==> config.mk <==
export PLATFORM = sky130hd
export DESIGN_NAME = counting_resource_fifo_queue
export DESIGN_NICKNAME = d
export VERILOG_FILES = /design/src/hdl/crfq_pkg.sv /design/src/hdl/counting_resource_fifo_queue.sv /design/src/hdl/crfq_ram.sv /design/src/hdl/crfq_wait_fifo.sv
export SDC_FILE = /design/constraint.sdc
export NUM_CORES = 2
export LEC_CHECK = 0
export BUFFER_PORTS_ARGS = -buffer_cell sky130_fd_sc_hd__clkbuf_2
export CORE_AREA = 2 2 389 391
export DETAILED_ROUTE_END_ITERATION = 10
export DIE_AREA = 0 0 391 393
export MAX_ROUTING_LAYER = met4
export PLACE_DENSITY = 0.87
export SYNTH_ARGS = -nofsm -noshare
export SYNTH_HDL_FRONTEND = slang
export SYNTH_HIERARCHICAL = 1
export SYNTH_SLANG_ARGS = --single-unit
export TNS_END_PERCENT = 5
==> constraint.sdc <==
create_clock -name clk -period 9.5 [get_ports clk]
set_clock_uncertainty 0.05 [all_clocks]
set_input_delay 1.425 -clock clk [delete_from_list [all_inputs] [get_ports clk]]
set_output_delay 1.425 -clock clk [all_outputs]
set_load 0.02 [all_outputs]
==> src/hdl/crfq_pkg.sv <==
`timescale 1ns / 1ps
// ----------------------------------------------------------------------------
// Counting resource FIFO queue package
// Shared item types, status and action codes and register indexes.
// ----------------------------------------------------------------------------
package crfq_pkg;

  localparam int unsigned UNIT_W = 16;
  localparam int unsigned ID_W   = 16;

  localparam logic       ACTION_SEIZE   = 1'b0;
  localparam logic       ACTION_RELEASE = 1'b1;

  localparam logic [1:0] STATUS_SERVED   = 2'd0;
  localparam logic [1:0] STATUS_ENQUEUED = 2'd1;
  localparam logic [1:0] STATUS_REJECTED = 2'd2;

  localparam logic       REG_SERVER_CAP = 1'b0;
  localparam logic       REG_QUEUE_CAP  = 1'b1;

  localparam logic [UNIT_W-1:0] SERVER_CAP_RESET = 16'd1;
  localparam logic [UNIT_W-1:0] QUEUE_CAP_RESET  = 16'd0;
  localparam logic [UNIT_W-1:0] UNITS_MAX        = 16'hFFFF;

  typedef struct packed {
    logic              action;
    logic [ID_W-1:0]   requester_id;
    logic [UNIT_W-1:0] amount;
  } in_item_t;

  typedef struct packed {
    logic [1:0]        status;
    logic              woken_valid;
    logic [ID_W-1:0]   woken_id;
    logic [UNIT_W-1:0] woken_amount;
    logic [UNIT_W-1:0] busy_units;
    logic [UNIT_W-1:0] waiting_units;
  } out_item_t;

  typedef struct packed {
    logic [ID_W-1:0]   id;
    logic [UNIT_W-1:0] amount;
  } wait_entry_t;

  typedef struct packed {
    logic push;
    logic pop;
  } fifo_cmd_t;

  typedef struct packed {
    logic empty;
    logic full;
  } fifo_status_t;

endpackage

==> src/hdl/counting_resource_fifo_queue.sv <==
`timescale 1ns / 1ps
// ----------------------------------------------------------------------------
// Counting resource FIFO queue
// Counting semaphore that serves, queues or rejects seize requests and
// releases units, waking the oldest waiter, if there is one, on every release.
// ----------------------------------------------------------------------------
// The block takes one request per cycle while results are not stalled and
// returns exactly one result for each, offered from the result register after
// the input register: the request is decided there against the server and
// queue counts left by the one before, and the wait queue head is read from a
// RAM prefetched on the head pointer, so a release can pop it in that same
// cycle. A stalled result holds the request in the input register, and the
// input stalls while both registers are full and the result stalls. Up to
// WAIT_DEPTH waiters can be held. The user sets capacities through the
// register port while no request is in flight; the block does not enforce it.
module counting_resource_fifo_queue #(
  parameter int unsigned WAIT_DEPTH = 64
) (
  input  logic                clk,
  input  logic                rst_n,
  input  logic                in_valid,
  output logic                in_stall,
  input  crfq_pkg::in_item_t  in_item,
  output logic                out_valid,
  input  logic                out_stall,
  output crfq_pkg::out_item_t out_item,
  input  logic                psel,
  input  logic                penable,
  input  logic                pwrite,
  input  logic [2:0]          paddr,
  input  logic [31:0]         pwdata,
  output logic [31:0]         prdata,
  output logic                pready
);

  localparam int unsigned UW = crfq_pkg::UNIT_W;

  logic [UW-1:0]          server_cap_r, queue_cap_r;
  logic [UW-1:0]          server_units_r, server_units_nxt;
  logic [UW-1:0]          queued_units_r, queued_units_nxt;
  logic                   in_vld_r, in_vld_nxt;
  crfq_pkg::in_item_t     in_item_r;
  logic                   out_vld_r, out_vld_nxt;
  crfq_pkg::out_item_t    out_item_r, out_item_nxt;
  logic                   advance, fire, accept;
  logic                   cfg_write;
  logic                   reg_index;
  crfq_pkg::fifo_cmd_t    fifo_cmd;
  crfq_pkg::fifo_status_t fifo_status;
  crfq_pkg::wait_entry_t  head_data, push_data;
  logic [UW:0]            srv_sum, que_sum, wake_sum;
  logic [UW-1:0]          srv_left;

  // Configuration registers.
  assign pready    = 1'b1;
  assign reg_index = paddr[2];
  assign cfg_write = psel && penable && pwrite && pready;

  always_ff @(posedge clk) begin
    if (!rst_n) begin
      server_cap_r <= crfq_pkg::SERVER_CAP_RESET;
      queue_cap_r  <= crfq_pkg::QUEUE_CAP_RESET;
    end else if (cfg_write) begin
      unique case (reg_index)
        crfq_pkg::REG_SERVER_CAP: server_cap_r <= pwdata[UW-1:0];
        crfq_pkg::REG_QUEUE_CAP:  queue_cap_r  <= pwdata[UW-1:0];
        default: ;
      endcase
    end
  end

  always_comb begin
    unique case (reg_index)
      crfq_pkg::REG_SERVER_CAP: prdata = {16'd0, server_cap_r};
      crfq_pkg::REG_QUEUE_CAP:  prdata = {16'd0, queue_cap_r};
      default:                  prdata = '0;
    endcase
  end

  // Handshake between the input register and the result register.
  assign advance  = !out_vld_r || !out_stall;
  assign fire     = in_vld_r && advance;
  assign in_stall = in_vld_r && !advance;
  assign accept   = in_valid && !in_stall;

  always_comb begin
    in_vld_nxt = in_vld_r;
    if (accept) begin
      in_vld_nxt = 1'b1;
    end else if (fire) begin
      in_vld_nxt = 1'b0;
    end
    out_vld_nxt = out_vld_r;
    if (fire) begin
      out_vld_nxt = 1'b1;
    end else if (!out_stall) begin
      out_vld_nxt = 1'b0;
    end
  end

  // Request decision.
  assign push_data.id     = in_item_r.requester_id;
  assign push_data.amount = in_item_r.amount;

  always_comb begin
    srv_sum  = {1'b0, server_units_r} + {1'b0, in_item_r.amount};
    que_sum  = {1'b0, queued_units_r} + {1'b0, in_item_r.amount};
    srv_left = (server_units_r > in_item_r.amount) ?
               server_units_r - in_item_r.amount : '0;
    wake_sum = {1'b0, srv_left} + {1'b0, head_data.amount};

    server_units_nxt = server_units_r;
    queued_units_nxt = queued_units_r;
    fifo_cmd         = '0;
    out_item_nxt     = '0;

    if (in_item_r.action == crfq_pkg::ACTION_SEIZE) begin
      if (srv_sum <= {1'b0, server_cap_r}) begin
        server_units_nxt    = srv_sum[UW-1:0];
        out_item_nxt.status = crfq_pkg::STATUS_SERVED;
      end else if (que_sum <= {1'b0, queue_cap_r} && !fifo_status.full) begin
        queued_units_nxt    = que_sum[UW-1:0];
        fifo_cmd.push       = fire;
        out_item_nxt.status = crfq_pkg::STATUS_ENQUEUED;
      end else begin
        out_item_nxt.status = crfq_pkg::STATUS_REJECTED;
      end
    end else begin
      server_units_nxt    = srv_left;
      out_item_nxt.status = crfq_pkg::STATUS_SERVED;
      if (!fifo_status.empty) begin
        fifo_cmd.pop              = fire;
        out_item_nxt.woken_valid  = 1'b1;
        out_item_nxt.woken_id     = head_data.id;
        out_item_nxt.woken_amount = head_data.amount;
        queued_units_nxt = (queued_units_r > head_data.amount) ?
                           queued_units_r - head_data.amount : '0;
        server_units_nxt = wake_sum[UW] ? crfq_pkg::UNITS_MAX : wake_sum[UW-1:0];
      end
    end

    out_item_nxt.busy_units    = server_units_nxt;
    out_item_nxt.waiting_units = queued_units_nxt;
  end

  always_ff @(posedge clk) begin
    if (!rst_n) begin
      in_vld_r       <= 1'b0;
      out_vld_r      <= 1'b0;
      server_units_r <= '0;
      queued_units_r <= '0;
    end else begin
      in_vld_r  <= in_vld_nxt;
      out_vld_r <= out_vld_nxt;
      if (fire) begin
        server_units_r <= server_units_nxt;
        queued_units_r <= queued_units_nxt;
      end
    end
  end

  always_ff @(posedge clk) begin
    if (accept) begin
      in_item_r <= in_item;
    end
    if (fire) begin
      out_item_r <= out_item_nxt;
    end
  end

  crfq_wait_fifo #(
    .WAIT_DEPTH (WAIT_DEPTH)
  ) u_wait_fifo (
    .clk       (clk),
    .rst_n     (rst_n),
    .cmd       (fifo_cmd),
    .push_data (push_data),
    .head_data (head_data),
    .status    (fifo_status)
  );

  assign out_valid = out_vld_r;
  assign out_item  = out_item_r;

endmodule

==> src/hdl/crfq_ram.sv <==
`timescale 1ns / 1ps
// ----------------------------------------------------------------------------
// Generic RAM
// One write port and one read port with registered read data.
// ----------------------------------------------------------------------------
module crfq_ram #(
  parameter int unsigned WIDTH = 32,
  parameter int unsigned DEPTH = 64
) (
  input  logic                     clk,
  input  logic                     wr_en,
  input  logic [$clog2(DEPTH)-1:0] wr_addr,
  input  logic [WIDTH-1:0]         wr_data,
  input  logic [$clog2(DEPTH)-1:0] rd_addr,
  output logic [WIDTH-1:0]         rd_data
);

  logic [WIDTH-1:0] mem [DEPTH];
  logic [WIDTH-1:0] rd_data_r;

  always_ff @(posedge clk) begin
    if (wr_en) begin
      mem[wr_addr] <= wr_data;
    end
    rd_data_r <= mem[rd_addr];
  end

  assign rd_data = rd_data_r;

endmodule

==> src/hdl/crfq_wait_fifo.sv <==
`timescale 1ns / 1ps
// ----------------------------------------------------------------------------
// Wait queue FIFO
// Holds waiting (id, amount) pairs in a RAM and presents the head entry in
// the same cycle that it may be popped.
// ----------------------------------------------------------------------------
module crfq_wait_fifo #(
  parameter int unsigned WAIT_DEPTH = 64
) (
  input  logic                  clk,
  input  logic                  rst_n,
  input  crfq_pkg::fifo_cmd_t   cmd,
  input  crfq_pkg::wait_entry_t push_data,
  output crfq_pkg::wait_entry_t head_data,
  output crfq_pkg::fifo_status_t status
);

  localparam int unsigned AW = $clog2(WAIT_DEPTH);
  localparam int unsigned CW = $clog2(WAIT_DEPTH + 1);

  logic [AW-1:0]         head_r, head_nxt;
  logic [AW-1:0]         tail_r, tail_nxt;
  logic [CW-1:0]         count_r, count_nxt;
  logic                  byp_r, byp_nxt;
  crfq_pkg::wait_entry_t byp_data_r;
  crfq_pkg::wait_entry_t rd_data;

  function automatic logic [AW-1:0] next_slot(input logic [AW-1:0] p);
    return (p == AW'(WAIT_DEPTH - 1)) ? '0 : p + 1'b1;
  endfunction

  // The read address follows the head pointer of the next cycle, so the
  // read data shows the current head entry, or the pushed entry via a bypass.
  always_comb begin
    head_nxt  = cmd.pop ? next_slot(head_r) : head_r;
    tail_nxt  = cmd.push ? next_slot(tail_r) : tail_r;
    count_nxt = count_r;
    if (cmd.push) begin
      count_nxt = count_r + 1'b1;
    end else if (cmd.pop) begin
      count_nxt = count_r - 1'b1;
    end
    byp_nxt = cmd.push && (tail_r == head_nxt);
  end

  always_ff @(posedge clk) begin
    if (!rst_n) begin
      head_r  <= '0;
      tail_r  <= '0;
      count_r <= '0;
      byp_r   <= 1'b0;
    end else begin
      head_r  <= head_nxt;
      tail_r  <= tail_nxt;
      count_r <= count_nxt;
      byp_r   <= byp_nxt;
    end
  end

  always_ff @(posedge clk) begin
    byp_data_r <= push_data;
  end

  crfq_ram #(
    .WIDTH ($bits(crfq_pkg::wait_entry_t)),
    .DEPTH (WAIT_DEPTH)
  ) u_ram (
    .clk     (clk),
    .wr_en   (cmd.push),
    .wr_addr (tail_r),
    .wr_data (push_data),
    .rd_addr (head_nxt),
    .rd_data (rd_data)
  );

  assign head_data    = byp_r ? byp_data_r : rd_data;
  assign status.empty = (count_r == '0);
  assign status.full  = (count_r == CW'(WAIT_DEPTH));

endmodule

==> run summary <==
R2R Path Start: in_item_r[2]
Critical-path maximum fanout: 20
Crit path time final: 8.73 ns
Synth top cells by count: edfxtp_1 (2148), mux4_2 (544), nor2_1 (233)
Mapped cell area: 0.0922 sq mm
CP required: 9.97 ns
Starting Density: 0.618
CTS tree: built
Largest area contributor in the netlist: edfxtp_1
Rel. slew slack: 0.0524
Hold_buf cts: 0
Post-Syn Instances: 4810
GRT Residual Overflow: 0
CP Cell Sequence: ha_1 > nand2_1 > a2bb2oi_1 > o41ai_1 > o41a_1 > a21o_1 > a21oi_1 > xor2_1 > inv_1 > ha_1 > nand4_1 > nor4_1 > a21oi_1 > a221oi_1 > nand2_1 > buf_4 > nor2_1 > nor2b_1 > nand3_1 > nor2_4 > buf_4
Core ar.: 0.149 sq mm
Post-route antenna net violation count: 0
Via/cell ratio: 7.32
Starting DRT DRC Count: 9095
Measured slew at the worst slew-check pin: 1.41 ns
Largest net degree at the start of global routing: 100
Crit path to: u_wait_fifo/u_ram/mem[46][15]
Drt wl/cell: 38.6 um
IO Pins: 177
Final Wtd Congestion: 0.957
Final Hold Viols: 0
Synth area leaders: edfxtp_1 (70%), mux4_2 (13%), dfxtp_1 (3.3%)
IO buf count: 141
TritonCTS Buffers: 211
Main combinational cell family by area after synthesis: multiplexers
Power per cell area: 220 mW/mm^2
Routed wire length: 278000 um
Layout cells sized above 1: 0.249
Overall power: 22.7 mW
Die area: 0.154 sq mm
Post-synth top area share: 0.700
Max IR drop VDD: 0.209 mV
CP arrival: 9.20 ns
Top-count cell post-synth: edfxtp_1
Netlist cell types: 92
CTS resizes: 0
Clock Root Buffer: clkbuf_16
Synthesized area per cell: 19.2 sq um
Hold crit path type: register to register
Area Growth Syn to Fin: 12.0%
TritonRoute pass-1 iters: 8
FF-to-FF End: u_wait_fifo/u_ram/mem[46][15]
Xor/xnor share of the synthesized area: 0.00788
Final setup TNS: 0 ns
Drt drc: 0
GRT Total Usage: 0.380
RSZ-0062 raised after global routing: false
Reg-to-reg slack, setup: 0.77 ns
Vias in the first global route: 52298
Initial antenna violation count: 23
Adder-Cell Fraction of Synth Area: 0.0174
Leak: 32.9 nW
FF+latch count, synth: 2298
Crit. End Element: register
Clk slew on worst S/H paths: 0.07 ns
Nets: 5274
Final worst path period share: 0.919
Hold_sp: server_cap_r[2]
Final setup viols: 0
Via count: 52881
H-Tree Depth: 4
First-pass GRT wire length: 392000 um
Clock sink count: 2298
CP Launch Point: in_item_r[2]
Yosys warnings: 6
Maxcap violations: 0
Max Freq: 0.115 GHz
Worst skew pair latency: 0.87 ns
Post-synthesis compound-gate area fraction: 0.0420
Post-CTS Setup Bufs: 0
Slowest CP cell: edfxtp_1
Clk buf depth: 3
Reg2Reg Depth: 21
Top FF cell, synth: edfxtp_1
Register area share after synthesis: 0.732
Overall die height: 393 um
Startpoint Class: register
Async set-or-reset flop fraction in the synthesized netlist: 0
Simple-gate share of the synthesized area: 0.0332
Outcome: finished clean
Worst Setup Path Type: register to register
Max-slew violation count: 0
Row count: 142
Die Wd: 391 um
Slowest Stage Delay on Critical Path: 1.15 ns
Multiplexer share of the synthesized area: 0.149
Post-synth EDFFs: 2148
HPWL after DPL: 153000 um
-- cell families (layout without fill, tap and decap cells) --
family / count (synthesis) / count (layout)
flops: 2298 / 2298
mux: 690 / 690
simple gates: 658 / 658
compound gates: 589 / 589
buf+inv: 365 / 795
fa+ha+maj: 125 / 125
xor+xnor: 83 / 83
other cells: 2 / 38
-- report_power, final --
part	switching, mW	internal, mW	leakage [nW]
registers	0.0725	11.2	20.6
clock network	3.93	5.00	3.53
logic	1.55	0.985	8.78
total	5.54	17.2	32.9
-- per-layer routing --
layer / GRT usage / routed length [um]
met1: 0.452 / 87100
met2: 0.581 / 131000
met3: 0.100 / 37500
met4: 0.242 / 22700
met5: - / 0
-- registers in the layout, summed over array words and instances, names as in the netlist --
signal and count:
u_wait_fifo/u_ram/mem 2048, server_units_r 16, u_wait_fifo/byp_data_r 32, queue_cap_r 16
u_wait_fifo/u_ram/rd_data 32, u_wait_fifo/byp_r 1, u_wait_fifo/count_r 7, out_item 67
out_valid 1, u_wait_fifo/head_r 6, u_wait_fifo/tail_r 6, in_vld_r 1
queued_units_r 16, server_cap_r 16, in_item_r 33
-- worst min path at each step --
stage | slack, ns | to | cells after the start
after floorplan | 0.39 | server_cap_r[12] | 2
after global placement | 0.40 | server_cap_r[7] | 2
after detailed placement | 0.41 | server_cap_r[10] | 2
after CTS | 0.42 | server_cap_r[2] | 2
after global routing | 0.44 | server_cap_r[11] | 2
final | 0.42 | server_cap_r[2] | 2
-- final cells by class --
type                            count  area [sq um]
Antenna cell                       21          52.6
Clock buffer                      261          5670
Clock inverter                    133          1530
Fill cell                        8314         46000
Inverter                          100           385
Multi-Input combinational cell   2162         23600
Sequential cell                  2298         67500
Tap cell                         1944          2430
Timing Repair Buffer              301          2070
-- cells in the final DEF (no fill, tap or decap), types with 25 or more instances in the layout --
cell type	count
clkinv_1	35
bufinv_16	27
nor2_1	170
ha_1	119
clkinv_2	43
clkbuf_1	32
mux4_2	544
nor3_1	26
xnor2_1	53
clkbuf_16	213
o21ai_0	87
o221ai_1	32
a21boi_0	34
nor2b_1	35
dfxtp_1	149
inv_1	93
a21oi_1	143
nand3_1	25
buf_4	147
clkbuf_2	141
xor2_1	29
and3_1	36
o22ai_1	89
nor2_4	62
nand2_1	193
edfxtp_1	2148
mux2i_1	111
mux2_2	33
-- per-stage QoR --
stage                      util  hold slack (ns)  instances  setup slack [ns]  cell area [sq um]
final                     0.692            0.417       7220             0.773             103000
after global routing      0.692            0.444       7211             0.432             103000
after CTS                 0.692            0.419       7199              1.01             103000
after detailed placement  0.643            0.411       6805              1.27              96000
after global placement    0.643            0.402       6805              1.49              96000
after floorplan               -            0.393       4825              1.41              92300
-- critical path, delay by kind of cell, from the launching register on --
kind / cells / cell delay, ns
compound gates: 7 / 1.84
simple gates: 8 / 3.60
flops: 1 / 1.15
fa+ha+maj: 2 / 0.75
buf+inv: 3 / 0.72
xor+xnor: 1 / 0.21
No activity file was read; power rests on OpenSTA's default activity.
